File: config.mk
export PLATFORM = sky130hd
export DESIGN_NAME = planar_tile_decoder_with_opacity
export DESIGN_NICKNAME = d
export VERILOG_FILES = /design/src/sv/ptd_pkg.sv /design/src/sv/planar_tile_decoder_with_opacity.sv /design/src/sv/ptd_row_buf.sv /design/src/sv/ptd_queue.sv /design/src/sv/ptd_front.sv /design/src/sv/ptd_back.sv
export VERILOG_INCLUDE_DIRS = /design/src /design/src/sv
export SDC_FILE = /design/constraint.sdc
export NUM_CORES = 1
export LEC_CHECK = 0
export ABC_AREA = 1
export CAP_MARGIN = 20
export CORE_UTILIZATION = 35
export CTS_BUF_LIST = sky130_fd_sc_hd__clkbuf_4
export DETAILED_ROUTE_END_ITERATION = 10
export DONT_BUFFER_PORTS = 1
export SYNTH_ARGS = -nofsm -noshare
export SYNTH_HDL_FRONTEND = slang
export SYNTH_HIERARCHICAL = 1
export SYNTH_SLANG_ARGS = --single-unit
File: constraint.sdc
create_clock -name clk -period 3.3 [get_ports clk]
set_clock_uncertainty 0.15 [all_clocks]
set_input_delay 0.66 -clock clk [delete_from_list [all_inputs] [get_ports clk]]
set_output_delay 0.66 -clock clk [all_outputs]
set_load 0.01 [all_outputs]
File: src/sv/planar_tile_decoder_with_opacity_macros.svh
// Assertion helpers shared by the tile decoder modules.
`ifndef PLANAR_TILE_DECODER_WITH_OPACITY_MACROS_SVH
`define PLANAR_TILE_DECODER_WITH_OPACITY_MACROS_SVH

// Same-cycle implication, disabled while reset is asserted.
`define PTD_ASSERT_IMP(label, clk, rst_n, ante, cons, msg) \
  label: assert property (@(posedge clk) disable iff (!rst_n) (ante) |-> (cons)) \
    else $error(msg);

// Next-cycle implication, disabled while reset is asserted.
`define PTD_ASSERT_NEXT(label, clk, rst_n, ante, cons, msg) \
  label: assert property (@(posedge clk) disable iff (!rst_n) (ante) |=> (cons)) \
    else $error(msg);

`endif

File: src/sv/ptd_pkg.sv
`default_nettype none

package ptd_pkg;

  // Depth codes of the configuration register.
  localparam logic [1:0] BPP_2 = 2'd0;
  localparam logic [1:0] BPP_4 = 2'd1;
  localparam logic [1:0] BPP_8 = 2'd2;

  // Tile classification codes.
  localparam logic [1:0] CLASS_MIXED  = 2'd0;
  localparam logic [1:0] CLASS_OPAQUE = 2'd1;
  localparam logic [1:0] CLASS_CLEAR  = 2'd2;

  localparam int ROWS       = 8;
  localparam int ROW_W      = 3;
  localparam int SLOT_W     = 6;
  localparam int LANE_W     = 3;
  localparam int BANK_W     = 1;
  localparam int BUF_ADDR_W = BANK_W + ROW_W;
  localparam int BUF_DEPTH  = 2 ** BUF_ADDR_W;
  localparam logic [ROW_W-1:0] LAST_ROW = 3'd7;

  typedef struct packed {
    logic [7:0]  tile_byte;
    logic [11:0] tile_index;
  } in_item_t;

  typedef struct packed {
    logic [7:0]  pixel_0;
    logic [7:0]  pixel_1;
    logic [7:0]  pixel_2;
    logic [7:0]  pixel_3;
    logic [7:0]  pixel_4;
    logic [7:0]  pixel_5;
    logic [7:0]  pixel_6;
    logic [7:0]  pixel_7;
    logic [2:0]  row_number;
    logic [11:0] tile_number;
    logic [1:0]  tile_class;
    logic        last_row;
  } out_item_t;

  // One finished tile waiting for the back end.
  typedef struct packed {
    logic [11:0]       tile_index;
    logic [1:0]        mode;
    logic [BANK_W-1:0] bank;
  } desc_t;

  // Byte write into the row buffer.
  typedef struct packed {
    logic                  en;
    logic [BUF_ADDR_W-1:0] addr;
    logic [LANE_W-1:0]     lane;
    logic [7:0]            data;
  } buf_wr_t;

  // Back end hands a buffer bank back to the front end.
  typedef struct packed {
    logic              valid;
    logic [BANK_W-1:0] bank;
  } rel_t;

  // Slot of the last byte of a tile at the given depth.
  function automatic logic [SLOT_W-1:0] last_slot(input logic [1:0] mode);
    logic [SLOT_W-1:0] s;
    unique case (mode)
      BPP_2:   s = 6'd15;
      BPP_4:   s = 6'd31;
      default: s = 6'd63;
    endcase
    return s;
  endfunction

  // Number of bit planes at the given depth.
  function automatic logic [3:0] plane_cnt(input logic [1:0] mode);
    logic [3:0] n;
    unique case (mode)
      BPP_2:   n = 4'd2;
      BPP_4:   n = 4'd4;
      default: n = 4'd8;
    endcase
    return n;
  endfunction

endpackage

`default_nettype wire

File: src/sv/planar_tile_decoder_with_opacity.sv
`default_nettype none
// Planar 8x8 tile decoder with opacity classification.
// Input: one tile byte per transaction, in memory order, taken at a clock edge
// with start high and busy low; tile_index is captured with the last byte.
// A tile is 16, 32 or 64 bytes for a depth of 2, 4 or 8 bits per pixel.
// Config: cfg_data sets the depth; cfg_ready is always high, so a write lands
// at the edge where cfg_valid is high. Write it between tiles.
// Output: each tile gives eight row transactions, top row first, one per cycle,
// each shown for one cycle with out_strobe high. A tile waits in the queue,
// then its rows pass the row buffer read and result registers; the eighth
// row carries last_row and the tile class. The receiver cannot stall the block.
// Throughput: one byte per cycle. The two-bank row buffer lets the next tile
// fill while the back end reads the previous one, so busy rises only when both
// banks still hold tiles that have not been read out, which a tile of at least
// 16 bytes never causes.
// Reset (rst_n low, synchronous) drops partial tiles and pending rows and sets
// the depth to 2 bits per pixel.
module planar_tile_decoder_with_opacity #(
  parameter int MAX_PLANES = 8
) (
  input  wire                  clk,
  input  wire                  rst_n,
  input  wire                  start,
  output logic                 busy,
  input  ptd_pkg::in_item_t    in_data,
  input  wire                  cfg_valid,
  output logic                 cfg_ready,
  input  wire [1:0]            cfg_data,
  output logic                 out_strobe,
  output ptd_pkg::out_item_t   out_data
);
  import ptd_pkg::*;

  buf_wr_t                 wr;
  logic                    push;
  desc_t                   push_desc;
  rel_t                    rel;
  logic                    pop;
  desc_t                   q_head;
  logic                    q_empty;
  logic                    rd_en;
  logic [BUF_ADDR_W-1:0]   rd_addr;
  logic [MAX_PLANES*8-1:0] rd_data;

  // Front end: takes bytes, fills the row buffer, closes tiles.
  ptd_front u_front (
    .clk       (clk),
    .rst_n     (rst_n),
    .start     (start),
    .busy      (busy),
    .in_data   (in_data),
    .cfg_valid (cfg_valid),
    .cfg_ready (cfg_ready),
    .cfg_data  (cfg_data),
    .wr        (wr),
    .push      (push),
    .push_desc (push_desc),
    .rel       (rel)
  );

  // Finished tiles wait here for the back end.
  ptd_queue u_queue (
    .clk       (clk),
    .rst_n     (rst_n),
    .push      (push),
    .push_desc (push_desc),
    .pop       (pop),
    .head      (q_head),
    .empty     (q_empty)
  );

  // Two banks of eight rows, one byte lane per plane.
  ptd_row_buf #(
    .MAX_PLANES (MAX_PLANES)
  ) u_row_buf (
    .clk     (clk),
    .wr      (wr),
    .rd_en   (rd_en),
    .rd_addr (rd_addr),
    .rd_data (rd_data)
  );

  // Back end: reads rows, converts to pixels, classifies the tile.
  ptd_back #(
    .MAX_PLANES (MAX_PLANES)
  ) u_back (
    .clk        (clk),
    .rst_n      (rst_n),
    .q_empty    (q_empty),
    .q_head     (q_head),
    .pop        (pop),
    .rd_en      (rd_en),
    .rd_addr    (rd_addr),
    .rd_data    (rd_data),
    .rel        (rel),
    .out_strobe (out_strobe),
    .out_data   (out_data)
  );

endmodule

`default_nettype wire

File: src/sv/ptd_row_buf.sv
`default_nettype none

module ptd_row_buf #(
  parameter int MAX_PLANES = 8
) (
  input  wire                                clk,
  input  ptd_pkg::buf_wr_t                   wr,
  input  wire                                rd_en,
  input  wire [ptd_pkg::BUF_ADDR_W-1:0]      rd_addr,
  output logic [MAX_PLANES*8-1:0]            rd_data
);
  import ptd_pkg::*;

  // One entry per bank and row; each plane byte is a lane of the entry.
  logic [MAX_PLANES*8-1:0] mem [BUF_DEPTH];
  logic [MAX_PLANES*8-1:0] rd_data_r;

  // Byte-lane write and registered read; planes beyond the limit are not stored.
  always_ff @(posedge clk) begin
    for (int p = 0; p < MAX_PLANES; p++) begin
      if (wr.en && (wr.lane == LANE_W'(p))) begin
        mem[wr.addr][p*8 +: 8] <= wr.data;
      end
    end
    if (rd_en) begin
      rd_data_r <= mem[rd_addr];
    end
  end

  assign rd_data = rd_data_r;

endmodule

`default_nettype wire

File: src/sv/ptd_queue.sv
`default_nettype none
`include "planar_tile_decoder_with_opacity_macros.svh"

module ptd_queue (
  input  wire             clk,
  input  wire             rst_n,
  input  wire             push,
  input  ptd_pkg::desc_t  push_desc,
  input  wire             pop,
  output ptd_pkg::desc_t  head,
  output logic            empty
);
  import ptd_pkg::*;

  desc_t       entries_r [2];
  logic        wr_ptr_r;
  logic        rd_ptr_r;
  logic [1:0]  count_r;
  logic [1:0]  count_nxt;
  logic        full;

  // Occupancy follows pushes and pops.
  always_comb begin
    count_nxt = count_r;
    if (push && !pop) begin
      count_nxt = count_r + 2'd1;
    end else if (pop && !push) begin
      count_nxt = count_r - 2'd1;
    end
  end

  // Pointers and count.
  always_ff @(posedge clk) begin
    if (!rst_n) begin
      wr_ptr_r <= 1'b0;
      rd_ptr_r <= 1'b0;
      count_r  <= 2'd0;
    end else begin
      if (push) begin
        wr_ptr_r <= ~wr_ptr_r;
      end
      if (pop) begin
        rd_ptr_r <= ~rd_ptr_r;
      end
      count_r <= count_nxt;
    end
  end

  // Descriptor storage.
  always_ff @(posedge clk) begin
    if (push) begin
      entries_r[wr_ptr_r] <= push_desc;
    end
  end

  assign head  = entries_r[rd_ptr_r];
  assign empty = (count_r == 2'd0);
  assign full  = (count_r == 2'd2);

  `PTD_ASSERT_IMP(a_no_overflow, clk, rst_n, push, !full, "Tile queue pushed while full.")
  `PTD_ASSERT_IMP(a_no_underflow, clk, rst_n, pop, !empty, "Tile queue popped while empty.")

endmodule

`default_nettype wire

File: src/sv/ptd_front.sv
`default_nettype none

module ptd_front (
  input  wire               clk,
  input  wire               rst_n,
  input  wire               start,
  output logic              busy,
  input  ptd_pkg::in_item_t in_data,
  input  wire               cfg_valid,
  output logic              cfg_ready,
  input  wire [1:0]         cfg_data,
  output ptd_pkg::buf_wr_t  wr,
  output logic              push,
  output ptd_pkg::desc_t    push_desc,
  input  ptd_pkg::rel_t     rel
);
  import ptd_pkg::*;

  logic [1:0]        bpp_mode_r;
  logic [SLOT_W-1:0] byte_count_r;
  logic [SLOT_W-1:0] byte_count_nxt;
  logic [BANK_W-1:0] fill_bank_r;
  logic [1:0]        bank_busy_r;
  logic [1:0]        bank_busy_nxt;
  logic              accept;
  logic              is_last;

  // A byte is taken only while its bank is not held by the back end.
  assign busy      = bank_busy_r[fill_bank_r];
  assign accept    = start && !busy;
  assign is_last   = (byte_count_r >= last_slot(bpp_mode_r));
  assign cfg_ready = 1'b1;

  // The slot gives plane {slot[5:4], slot[0]} and row slot[3:1].
  assign wr.en   = accept;
  assign wr.addr = {fill_bank_r, byte_count_r[3:1]};
  assign wr.lane = {byte_count_r[5:4], byte_count_r[0]};
  assign wr.data = in_data.tile_byte;

  // The last byte closes the tile and hands it to the back end.
  assign push                 = accept && is_last;
  assign push_desc.tile_index = in_data.tile_index;
  assign push_desc.mode       = bpp_mode_r;
  assign push_desc.bank       = fill_bank_r;

  // Bank ownership: set on a finished tile, cleared when the back end is done.
  always_comb begin
    bank_busy_nxt = bank_busy_r;
    if (rel.valid) begin
      bank_busy_nxt[rel.bank] = 1'b0;
    end
    if (push) begin
      bank_busy_nxt[fill_bank_r] = 1'b1;
    end
  end

  // Slot counter.
  always_comb begin
    byte_count_nxt = byte_count_r;
    if (accept) begin
      byte_count_nxt = is_last ? '0 : byte_count_r + SLOT_W'(1);
    end
  end

  // Control registers and the depth register.
  always_ff @(posedge clk) begin
    if (!rst_n) begin
      bpp_mode_r   <= BPP_2;
      byte_count_r <= '0;
      fill_bank_r  <= '0;
      bank_busy_r  <= '0;
    end else begin
      if (cfg_valid && cfg_ready) begin
        bpp_mode_r <= cfg_data;
      end
      byte_count_r <= byte_count_nxt;
      bank_busy_r  <= bank_busy_nxt;
      if (push) begin
        fill_bank_r <= ~fill_bank_r;
      end
    end
  end

endmodule

`default_nettype wire

File: src/sv/ptd_back.sv
`default_nettype none
`include "planar_tile_decoder_with_opacity_macros.svh"

module ptd_back #(
  parameter int MAX_PLANES = 8
) (
  input  wire                             clk,
  input  wire                             rst_n,
  input  wire                             q_empty,
  input  ptd_pkg::desc_t                  q_head,
  output logic                            pop,
  output logic                            rd_en,
  output logic [ptd_pkg::BUF_ADDR_W-1:0]  rd_addr,
  input  wire  [MAX_PLANES*8-1:0]         rd_data,
  output ptd_pkg::rel_t                   rel,
  output logic                            out_strobe,
  output ptd_pkg::out_item_t              out_data
);
  import ptd_pkg::*;

  // Read issue stage.
  logic             active_r;
  logic [ROW_W-1:0] row_r;
  desc_t            desc_r;
  logic             row_done;

  // Pixel stage.
  logic             rdv_r;
  logic [ROW_W-1:0] rd_row_r;
  logic [11:0]      rd_tile_r;
  logic [1:0]       rd_mode_r;
  logic             acc_zero_r;
  logic             acc_set_r;

  // Output register.
  logic             out_strobe_r;
  out_item_t        out_data_r;

  logic [7:0]       pix [8];
  logic [3:0]       planes;
  logic             row_zero;
  logic             row_set;
  logic             tot_zero;
  logic             tot_set;
  logic [1:0]       cls;

  // Take the next tile when idle or while issuing the last row of this one.
  assign row_done = active_r && (row_r == LAST_ROW);
  assign pop      = (!active_r || row_done) && !q_empty;

  assign rd_en     = active_r;
  assign rd_addr   = {desc_r.bank, row_r};
  assign rel.valid = row_done;
  assign rel.bank  = desc_r.bank;

  // Row sequencer.
  always_ff @(posedge clk) begin
    if (!rst_n) begin
      active_r <= 1'b0;
      row_r    <= '0;
    end else if (pop) begin
      active_r <= 1'b1;
      row_r    <= '0;
    end else if (active_r) begin
      active_r <= !row_done;
      row_r    <= row_r + ROW_W'(1);
    end
  end

  always_ff @(posedge clk) begin
    if (pop) begin
      desc_r <= q_head;
    end
  end

  // Tile fields travel with the row being read.
  always_ff @(posedge clk) begin
    if (!rst_n) begin
      rdv_r <= 1'b0;
    end else begin
      rdv_r <= active_r;
    end
  end

  always_ff @(posedge clk) begin
    rd_row_r  <= row_r;
    rd_tile_r <= desc_r.tile_index;
    rd_mode_r <= desc_r.mode;
  end

  // Planar to chunky: pixel c takes bit 7-c of each enabled plane byte.
  assign planes = plane_cnt(rd_mode_r);

  always_comb begin
    for (int c = 0; c < 8; c++) begin
      pix[c] = '0;
      for (int p = 0; p < MAX_PLANES; p++) begin
        if (4'(p) < planes) begin
          pix[c][p] = rd_data[p*8 + 7 - c];
        end
      end
    end
  end

  // Opacity of this row and of the tile so far.
  always_comb begin
    row_zero = 1'b0;
    row_set  = 1'b0;
    for (int c = 0; c < 8; c++) begin
      if (pix[c] == 8'd0) begin
        row_zero = 1'b1;
      end else begin
        row_set = 1'b1;
      end
    end
    tot_zero = ((rd_row_r == '0) ? 1'b0 : acc_zero_r) | row_zero;
    tot_set  = ((rd_row_r == '0) ? 1'b0 : acc_set_r) | row_set;
    if (rd_row_r != LAST_ROW) begin
      cls = CLASS_MIXED;
    end else if (!tot_zero) begin
      cls = CLASS_OPAQUE;
    end else if (!tot_set) begin
      cls = CLASS_CLEAR;
    end else begin
      cls = CLASS_MIXED;
    end
  end

  always_ff @(posedge clk) begin
    if (!rst_n) begin
      acc_zero_r   <= 1'b0;
      acc_set_r    <= 1'b0;
      out_strobe_r <= 1'b0;
    end else begin
      if (rdv_r) begin
        acc_zero_r <= tot_zero;
        acc_set_r  <= tot_set;
      end
      out_strobe_r <= rdv_r;
    end
  end

  // Result register.
  always_ff @(posedge clk) begin
    out_data_r.pixel_0     <= pix[0];
    out_data_r.pixel_1     <= pix[1];
    out_data_r.pixel_2     <= pix[2];
    out_data_r.pixel_3     <= pix[3];
    out_data_r.pixel_4     <= pix[4];
    out_data_r.pixel_5     <= pix[5];
    out_data_r.pixel_6     <= pix[6];
    out_data_r.pixel_7     <= pix[7];
    out_data_r.row_number  <= rd_row_r;
    out_data_r.tile_number <= rd_tile_r;
    out_data_r.tile_class  <= cls;
    out_data_r.last_row    <= (rd_row_r == LAST_ROW);
  end

  assign out_strobe = out_strobe_r;
  assign out_data   = out_data_r;

  `PTD_ASSERT_NEXT(a_rows_in_order, clk, rst_n, out_strobe_r && !out_data_r.last_row, out_strobe_r && (out_data_r.row_number == ($past(out_data_r.row_number) + 3'd1)), "Tile rows not delivered in consecutive cycles.")
  `PTD_ASSERT_IMP(a_class_on_last, clk, rst_n, out_strobe_r && !out_data_r.last_row, out_data_r.tile_class == CLASS_MIXED, "Tile class set before the last row.")

endmodule

`default_nettype wire
# Yosys cells after proc, flatten, opt, wreduce, memory -nomap -nowiden
# Memory sizes are Yosys's and may differ from the RTL's. A register that Yosys moved wholly into a read port is not among the register bits.
# Index checks and enable logic that the tools add are counted.
# W data, S select, Z words.
# word_totals
register_bits,122
mem_bits_rw,1054
output_inout_bits,85
memories,2
# classes
add_sub_neg,4
magnitude_cmp,13
n_eq_ne,12
n_mux,117
n_bitwise,10
reduce_logical,39
# mem_list
memory,words,word_bits,read_ports,rd_clocked_by_memory_dff,wr,line_no,source
u_row_buf.mem,16,64,1,1,1,ptd_row_buf.sv:15,logic [MAX_PLANES*8-1:0] mem [BUF_DEPTH];
u_queue.entries_r,2,15,1,1,1,ptd_queue.sv:15,desc_t entries_r [2];
# op_table
operator,n
$mux W1,107
$logic_not A8 Y1,8
$eq A3 B3 Y1 const B,6
$logic_and A1 B1 Y1,16
$lt A3 B4 Y1 const A,4
$pmux W6 S2,1
$mux W2,5
$lt A1 B4 Y1 const A,2
$lt A2 B4 Y1 const A,2
$pmux W4 S2,1
$add A6 B1 Y6 const B,1
$eq A3 B2 Y1 const B,2
$ge A6 B6 Y1,1
$logic_not A1 Y1,6
$logic_not A2 Y1,3
$logic_not A3 Y1,2
$mux W6,1
$not A1 Y1,5
$eq A2 B1 Y1 const B,2
$lt A1 B2 Y1 const B,2
$reduce_or A2 Y1,2
$add A3 B1 Y3 const B,1
$eq A3 B1 Y1 const B,1
$ne A3 B3 Y1 const B,1
other kinds (10),13

# Depth between registers and ports, before layout
# Gate-level depths: netlist of the first run.
# logic_depth
word_depth,16
ltp_mapped,14

# Modules after synthesis
# The synthesis of the first run kept the hierarchy.
# by_module_without_submodules
mod,n_inst,cells_each,area_per_inst_um2,seq_area_each_um2
ptd_row_buf,1,4368,46464.6,32671.3
ptd_back,1,379,3701.0,2592.5
ptd_queue,1,81,1362.6,1001.0
ptd_front,1,108,782.0,220.2

# Worst setup path before layout of the first run
# Ideal clock, no wire load.
# synth_path
kind,reg-to-reg
from,register u_back.active_r (netlist: u_back/rd_en)
to,register u_queue.count_r[1]
arrival_ns,3.107
t_required_ns,3.086
slack_ns,-0.021
path_stages_with_launch,11
path_buffers,0
synth_period_minus_slack_ns,3.321
path_cell_list,dfxtp_1 inv_1 nor2_1 nor2_1 inv_1 ha_1 inv_1 nand3_1 nand2_1 inv_1 nor2_1
# synth_via
elab_chain_cells,6
# synth_lines
element,line_no,source
start: declaration,ptd_back.sv:22,logic active_r;
start signal: assignment,ptd_back.sv:65,active_r <= !row_done;
$logic_not A1 Y1 / $logic_and A1 B1 Y1 (equally long branches),"ptd_back.sv:49, ptd_back.sv:48",
$logic_or A1 B1 Y1 *,ptd_back.sv:49,assign pop = (!active_r || row_done) && !q_empty;
$logic_and A1 B1 Y1 *,ptd_back.sv:49,
via pop,planar_tile_decoder_with_opacity.sv:38,logic pop;
$logic_not A1 Y1,ptd_queue.sv:25,if (push && !pop) begin
$logic_and A1 B1 Y1,ptd_queue.sv:25,
$mux W2 / $reduce_bool A2 Y1 (equally long branches),n/a,
end signal: assignment,ptd_queue.sv:45,count_r <= count_nxt;
end: declaration,ptd_queue.sv:18,logic [1:0] count_r;
# Mark *: on every way through the listed nets, which the timed path passes. The rest lies on a longest branch.
# A chain may end at the register's enable or synchronous reset.

# Worst setup path in the final report of the first run
# layout_path
from,register u_front.fill_bank_r
to,output port busy
# layout_via
elab_chain_cells,2
# layout_lines
element,line_no,source
start: declaration,ptd_front.sv:22,logic [BANK_W-1:0] fill_bank_r;
start signal: assignment,ptd_front.sv:79,fill_bank_r <= ~fill_bank_r;
$mux W1 (not written as such) (2 in series),ptd_front.sv:29,assign busy = bank_busy_r[fill_bank_r];
end: declaration,planar_tile_decoder_with_opacity.sv:24,"output logic busy,"
# No other way between the ends. The select of a mux whose other input is x is not followed.

==> results.yml, run 1 <==
worst_setup_path:
  arrival_ns: 2.13
  r2r-end: "u_row_buf/mem[4][6]"
  crit_slowest_cell: "dfxtp_1"
  reg2reg_slack_ns: 0.58
  crit_path_max_fanout: 11
  setup.worst_path.start_class: "register"
  cp_cell_sequence: "inv_1, nand2_4, nand2_1"
  end_kind: "output port"
  worst_path_largest_cell_delay_ns: 0.54
  crit_buf_inv: 1
  path_delay_family: "flip-flops"
  required_ns: 2.49
  path_class: "register to output port"
  rr_worst_depth: 11
  reg2reg_from: "u_front/fill_bank_r"
route:
  wl_met1_um: 60690
  final_antenna_net_count: 0
  drcViolationCount: 0
  viasPerCell: 4.794
  first_pass_iters: 6
  wl_met3_um: 12530
  drtIter0Drc: 3725
  num_vias: 35420
  totalWireLength_um: 143500
  wl_per_cell_um: 19.42
  wl_met2_um: 65710
  top_layer: "met5"
floorplan:
  die_x_um: 388.6
  die_height_um: 388.6
  num_rows: 141
  ioPinCount: 111
  coreArea_um2: 148000
  start_util: 0.3534
  die-area_um2: 151000
layout:
  area_delta_synth_final_pct: 13.36
  layout-drive-gt1-share: 0.1347
  final_nets: 5271
  fillers: 14310
  utilization: 0.4006
synth:
  synth_ff_type: "edfxtp_1"
  netlist_area_um2: 52310
  synth_top_area_cell: "edfxtp_1"
  yosys-top-cells-count: "nand2_1, edfxtp_1, inv_1"
  seq_area_frac_synth: 0.6975
  syn_avg_cell_area_um2: 10.60
  async_flop_share: 0
  synth_most_common_cell: "nand2_1"
  synth_nets: 4969
  ys_warn_count: 6
  synth_edf_count: 1133
  synth_top_area_frac: 0.6504
  synth_cell_types: 39
  synth_cells: 4936
  ys_ff_latch: 1256
  synth_area_leaders: "edfxtp_1, nand2_1, nand3_1"
placement:
  portBuffers: 0
  place_congestion: 0.8987
  detailed_place_hpwl_um: 82180
timing:
  tightest_slew_ns: 1.164
  final_hold_viol_count: 0
  fmax_ghz: 0.3406
  fin_crit_sh: 0.8898
  setup_violations: 0
  period_minus_slack_ns: 2.936
  slew_violations: 0
  fin_setup_tns_ns: 0
  maxSlewHeadroom: 0.2155
  rsz0062_at_grt: "no"
global_routing:
  grt_overflow_total: 0
  grt_pass1_wl_um: 212700
  grt_max_degree: 194
  track_usage: 0.1885
  grt_pass1_vias: 34690
  antenna_found_initial: 13
clock_network:
  clk_pin_slew_worst_paths_ns: 0.08
  post_cts_resized: 0
  cts.path.max_buffers: 4
  clkSinkCount: 1256
  clock_latency_ns: 1.21
  cts_made_buffers: 329
  root_buffer: "clkbuf_4"
  htree_levels: 5
  cts_tree: "done"
run_status:
  outcome: "completed"
power:
  p_per_area_nw_per_um2: 698.1
  ir_drop_mv: 0.6246
  p_leak_nw: 25.12
min_path:
  hold_start: "u_back/desc_r[12]"
  hp-class: "register to register"
  whs_endpoint: "u_back/rd_tile_r[9]"
  worstHoldPathCells: 0
flow_run:
  cap_violations: 0
[state kept, by name, indices dropped and copies added (netlist names), 3 cells and up, named ones only]
| name | flops |
|---|---|
| u_row_buf/rd_data | 64 |
| u_back/rd_row_r | 3 |
| u_queue/entries_r | 30 |
| u_back/row_r | 3 |
| u_back/out_data | 82 |
| u_back/rd_tile_r | 12 |
| u_back/desc_r | 14 |
| u_front/byte_count_r | 6 |
| u_row_buf/mem | 1024 |
[routing by layer]
metal  up-vias  global-route usage
met5         -                   0
met4         2             0.08466
met3       257             0.03488
met2      1612              0.2895
met1     16890              0.2593
li1      16660                   -
[worst max-delay path by stage]
stage	start	cells after the start	to	slack, ns
4_1_cts	u_front/fill_bank_r	3	busy	0.20
5_1_grt	u_front/fill_bank_r	3	busy	0.15
3_3_place_gp	u_front/fill_bank_r	11	u_row_buf/mem[4][0]	0.69
6_report	u_front/fill_bank_r	3	busy	0.36
3_5_place_dp	u_front/fill_bank_r	11	u_row_buf/mem[4][6]	0.64
2_1_floorplan	u_back/rd_en	10	u_queue/count_r[1]	0.67
[worst register-to-register path, delay by kind of cell, from the launching register on]
family | cells | cell delay (ns)
buf+inv | 6 | 0.97
flops | 1 | 0.54
simple gates | 5 | 0.79
[logic make-up after synthesis]
group           count (synthesis)  synth area share
simple gates                 2476            0.1976
other cells                     1        0.00007169
compound gates                 38          0.004282
mux                            15          0.003946
buf+inv                      1141           0.09458
fa+ha+maj                       7          0.001674
xor+xnor                        2         0.0003349
flops                        1256            0.6975
[metrics by stage]
stage / instance area, um^2 / setup slack, ns / cells / hold WS (ns) / total power (W)
finish: 59300 / 0.3636 / 7389 / 0.1545 / 0.04139
global route: 59300 / 0.1472 / 7388 / 0.1095 / 0.04349
CTS: 59280 / 0.2003 / 7380 / 0.09276 / 0.04165
detailed placement: 54720 / 0.6419 / 6788 / 0.1621 / 0.02833
global placement: 54720 / 0.6872 / 6788 / 0.1602 / 0.02829
floorplan: 52310 / 0.6663 / 4936 / 0.1596 / 0.02580
[repair_timing]
item	in CTS	in global routing
hold buffers	49	0
hold endpoints to repair	1073	0
setup buffers	0	0
[placed cells by master (no fill, tap or decap), types with 9 or more instances in the layout]
master	instances
dfxtp_1	119
clkinv_2	12
nor2_1	216
clkbuf_4	479
clkinv_1	46
nand3_1	782
o21ai_0	21
nand2_1	1461
inv_1	867
mux2_4	10
buf_12	15
dlygate4sd3_1	41
diode_2	9
edfxtp_1	1133
buf_4	175
[power breakdown]
part / switching (W) / total (W) / internal, W
Combinational: 0.00645 / 0.00881 / 0.00236
Clock: 0.00607 / 0.0129 / 0.00684
Sequential: 0.00111 / 0.0197 / 0.0186
Total: 0.0136 / 0.0414 / 0.0278
[layout make-up]
class,instances,area (um^2),area share
antenna,9,22.52,0.0003798
tap,1930,2415,0.04072
clock inverter,64,334.1,0.005634
clock buffer,479,3596,0.06064
multi-input combinational,2539,10880,0.1835
sequential,1256,36500,0.6155
inverter,873,3306,0.05575
timing repair buffer,239,2245,0.03785
(Power assumes the default switching activity.)
==> run 2, diff against run 1 <==
--- a/config.mk
+++ b/config.mk
@@ -8,7 +8,7 @@
 export LEC_CHECK = 0
 export ABC_AREA = 1
 export CAP_MARGIN = 20
-export CORE_UTILIZATION = 35
+export CORE_UTILIZATION = 45
 export CTS_BUF_LIST = sky130_fd_sc_hd__clkbuf_4
 export DETAILED_ROUTE_END_ITERATION = 10
 export DONT_BUFFER_PORTS = 1
==> results.yml, run 2 (same netlist as run 1, synthesis figures left out) <==
timing:
  worst_slack_ns: 0.3831
  tightest_slew_ns: 0.9655
  fmax_ghz: 0.3428
  maxSlewHeadroom: 0.3564
  slew_violations: 0
  period_minus_slack_ns: 2.917
  setup_violations: 0
  fin_setup_tns_ns: 0
  rsz0062_at_grt: "no"
  fin_crit_sh: 0.8839
  final_hold_viol_count: 0
clock_network:
  cts_tree: "done"
  root_buffer: "clkbuf_4"
  clkSinkCount: 1256
  cts.path.max_buffers: 4
  cts_setup_buffers: 0
  htree_levels: 5
  cts_made_buffers: 329
  clock_latency_ns: 1.24
  clk_pin_slew_worst_paths_ns: 0.06
layout:
  area_delta_synth_final_pct: 12.62
  largest_reg_flops: 1024
  final_nets: 5286
  regMostFlops: "u_row_buf/mem"
  final_area_um2: 58910
  layout-drive-gt1-share: 0.1369
  final_common_cell: "nand2_1"
  fillers: 10440
  mostFrequentLayoutCells: "nand2_1, edfxtp_1, inv_1"
global_routing:
  antenna_found_initial: 5
  grt_max_degree: 161
  grt_overflow_total: 0
  track_usage: 0.2442
  grt_pass1_vias: 34460
  grt_pass1_wl_um: 212500
run_status:
  outcome: "completed"
placement:
  dp_worst_setup_slack_ns: 0.6680
  detailed_place_hpwl_um: 80970
  portBuffers: 0
  place_congestion: 0.8881
  dpl-instance-area_um2: 54290
worst_setup_path:
  reg2reg_slack_ns: 0.64
  path_delay_family: "flip-flops"
  rr_worst_depth: 10
  r2r-end: "u_row_buf/mem[1][61]"
  cp_cell_sequence: "nand2_1, nand2_1"
  worst_path_largest_cell_delay_ns: 0.51
  arrival_ns: 2.11
  required_ns: 2.49
  cp_common_cell: "nand2_1"
  cp.depth: 2
  end_kind: "output port"
  crit_buf_inv: 0
  path_class: "register to output port"
  reg2reg_from: "u_front/fill_bank_r"
  timing.critical_path.to: "busy"
  crit_path_max_fanout: 11
  crit_start: "u_front/fill_bank_r"
  setup.worst_path.start_class: "register"
  crit_slowest_cell: "dfxtp_1"
min_path:
  hp-class: "register to register"
floorplan:
  coreArea_um2: 114800
  die_height_um: 342.9
  num_rows: 124
  die-area_um2: 117600
  start_util: 0.4556
  die_x_um: 342.9
  ioPinCount: 111
power:
  p_leak_nw: 25.21
  ir_drop_mv: 0.9953
  p_per_area_nw_per_um2: 703.0
route:
  drcViolationCount: 0
  num_vias: 35030
  viasPerCell: 5.014
  final_antenna_net_count: 0
  wl_per_cell_um: 20.34
  drtIter0Drc: 3804
  totalWireLength_um: 142100
  first_pass_iters: 8
flow_run:
  cap_violations: 0
run 2: report_power, final:
group / switching, W / total, W / internal (W)
Clock: 0.00606 / 0.0130 / 0.00695
Combinational: 0.00640 / 0.00875 / 0.00235
Sequential: 0.00109 / 0.0197 / 0.0186
Total: 0.0135 / 0.0414 / 0.0279
run 2: final cells by class:
cell class,instances,area (um^2),area share
repair buffers,254,2345,0.03980
flip-flops and latches,1256,36500,0.6195
clock buffers,482,3618,0.06142
well taps,1512,1892,0.03211
multi-input cells,2539,10880,0.1847
diodes,4,10.01,0.0001699
clock inverters,67,362.8,0.006159
inverters,873,3306,0.05611
run 2: what timing repair did:
action                                 in CTS  in global routing
hold buffers                               49                  0
setup endpoints to repair                   0                  0
endpoints found under the hold margin    1073                  0
gates resized for setup                     0                  0
run 2: through the flow:
step	std cells	power, W	util	hold slack (ns)
floorplan	4936	0.02580	-	0.1596
CTS	6983	0.04171	0.5131	0.07294
global route	6985	0.04352	0.5131	0.1555
detailed placement	6385	0.02829	0.4729	0.1621
global placement	6385	0.02827	0.4729	0.1605
finish	6987	0.04142	0.5131	0.1760
run 2: worst min-delay path by stage:
stage,startpoint,cells after the start,slack [ns],endpoint
CTS,start,5,0.07,u_front/byte_count_r[5]
finish,u_back/rd_tile_r[6],0,0.18,u_back/out_data[9]
global route,start,5,0.16,u_front/byte_count_r[5]
floorplan,u_back/rd_tile_r[7],0,0.16,u_back/out_data[10]
global placement,u_back/rd_tile_r[11],0,0.16,u_back/out_data[14]
detailed placement,u_back/rd_tile_r[6],0,0.16,u_back/out_data[9]
run 2: per-layer routing:
metal / track usage / wire, um / vias to the layer above
li1: - / - / 16710
met1: 0.3318 / 59610 / 16680
met3: 0.04660 / 11100 / 220
met4: 0.09639 / 4197 / 0
met5: 0 / 0 / -
met2: 0.3876 / 67200 / 1421
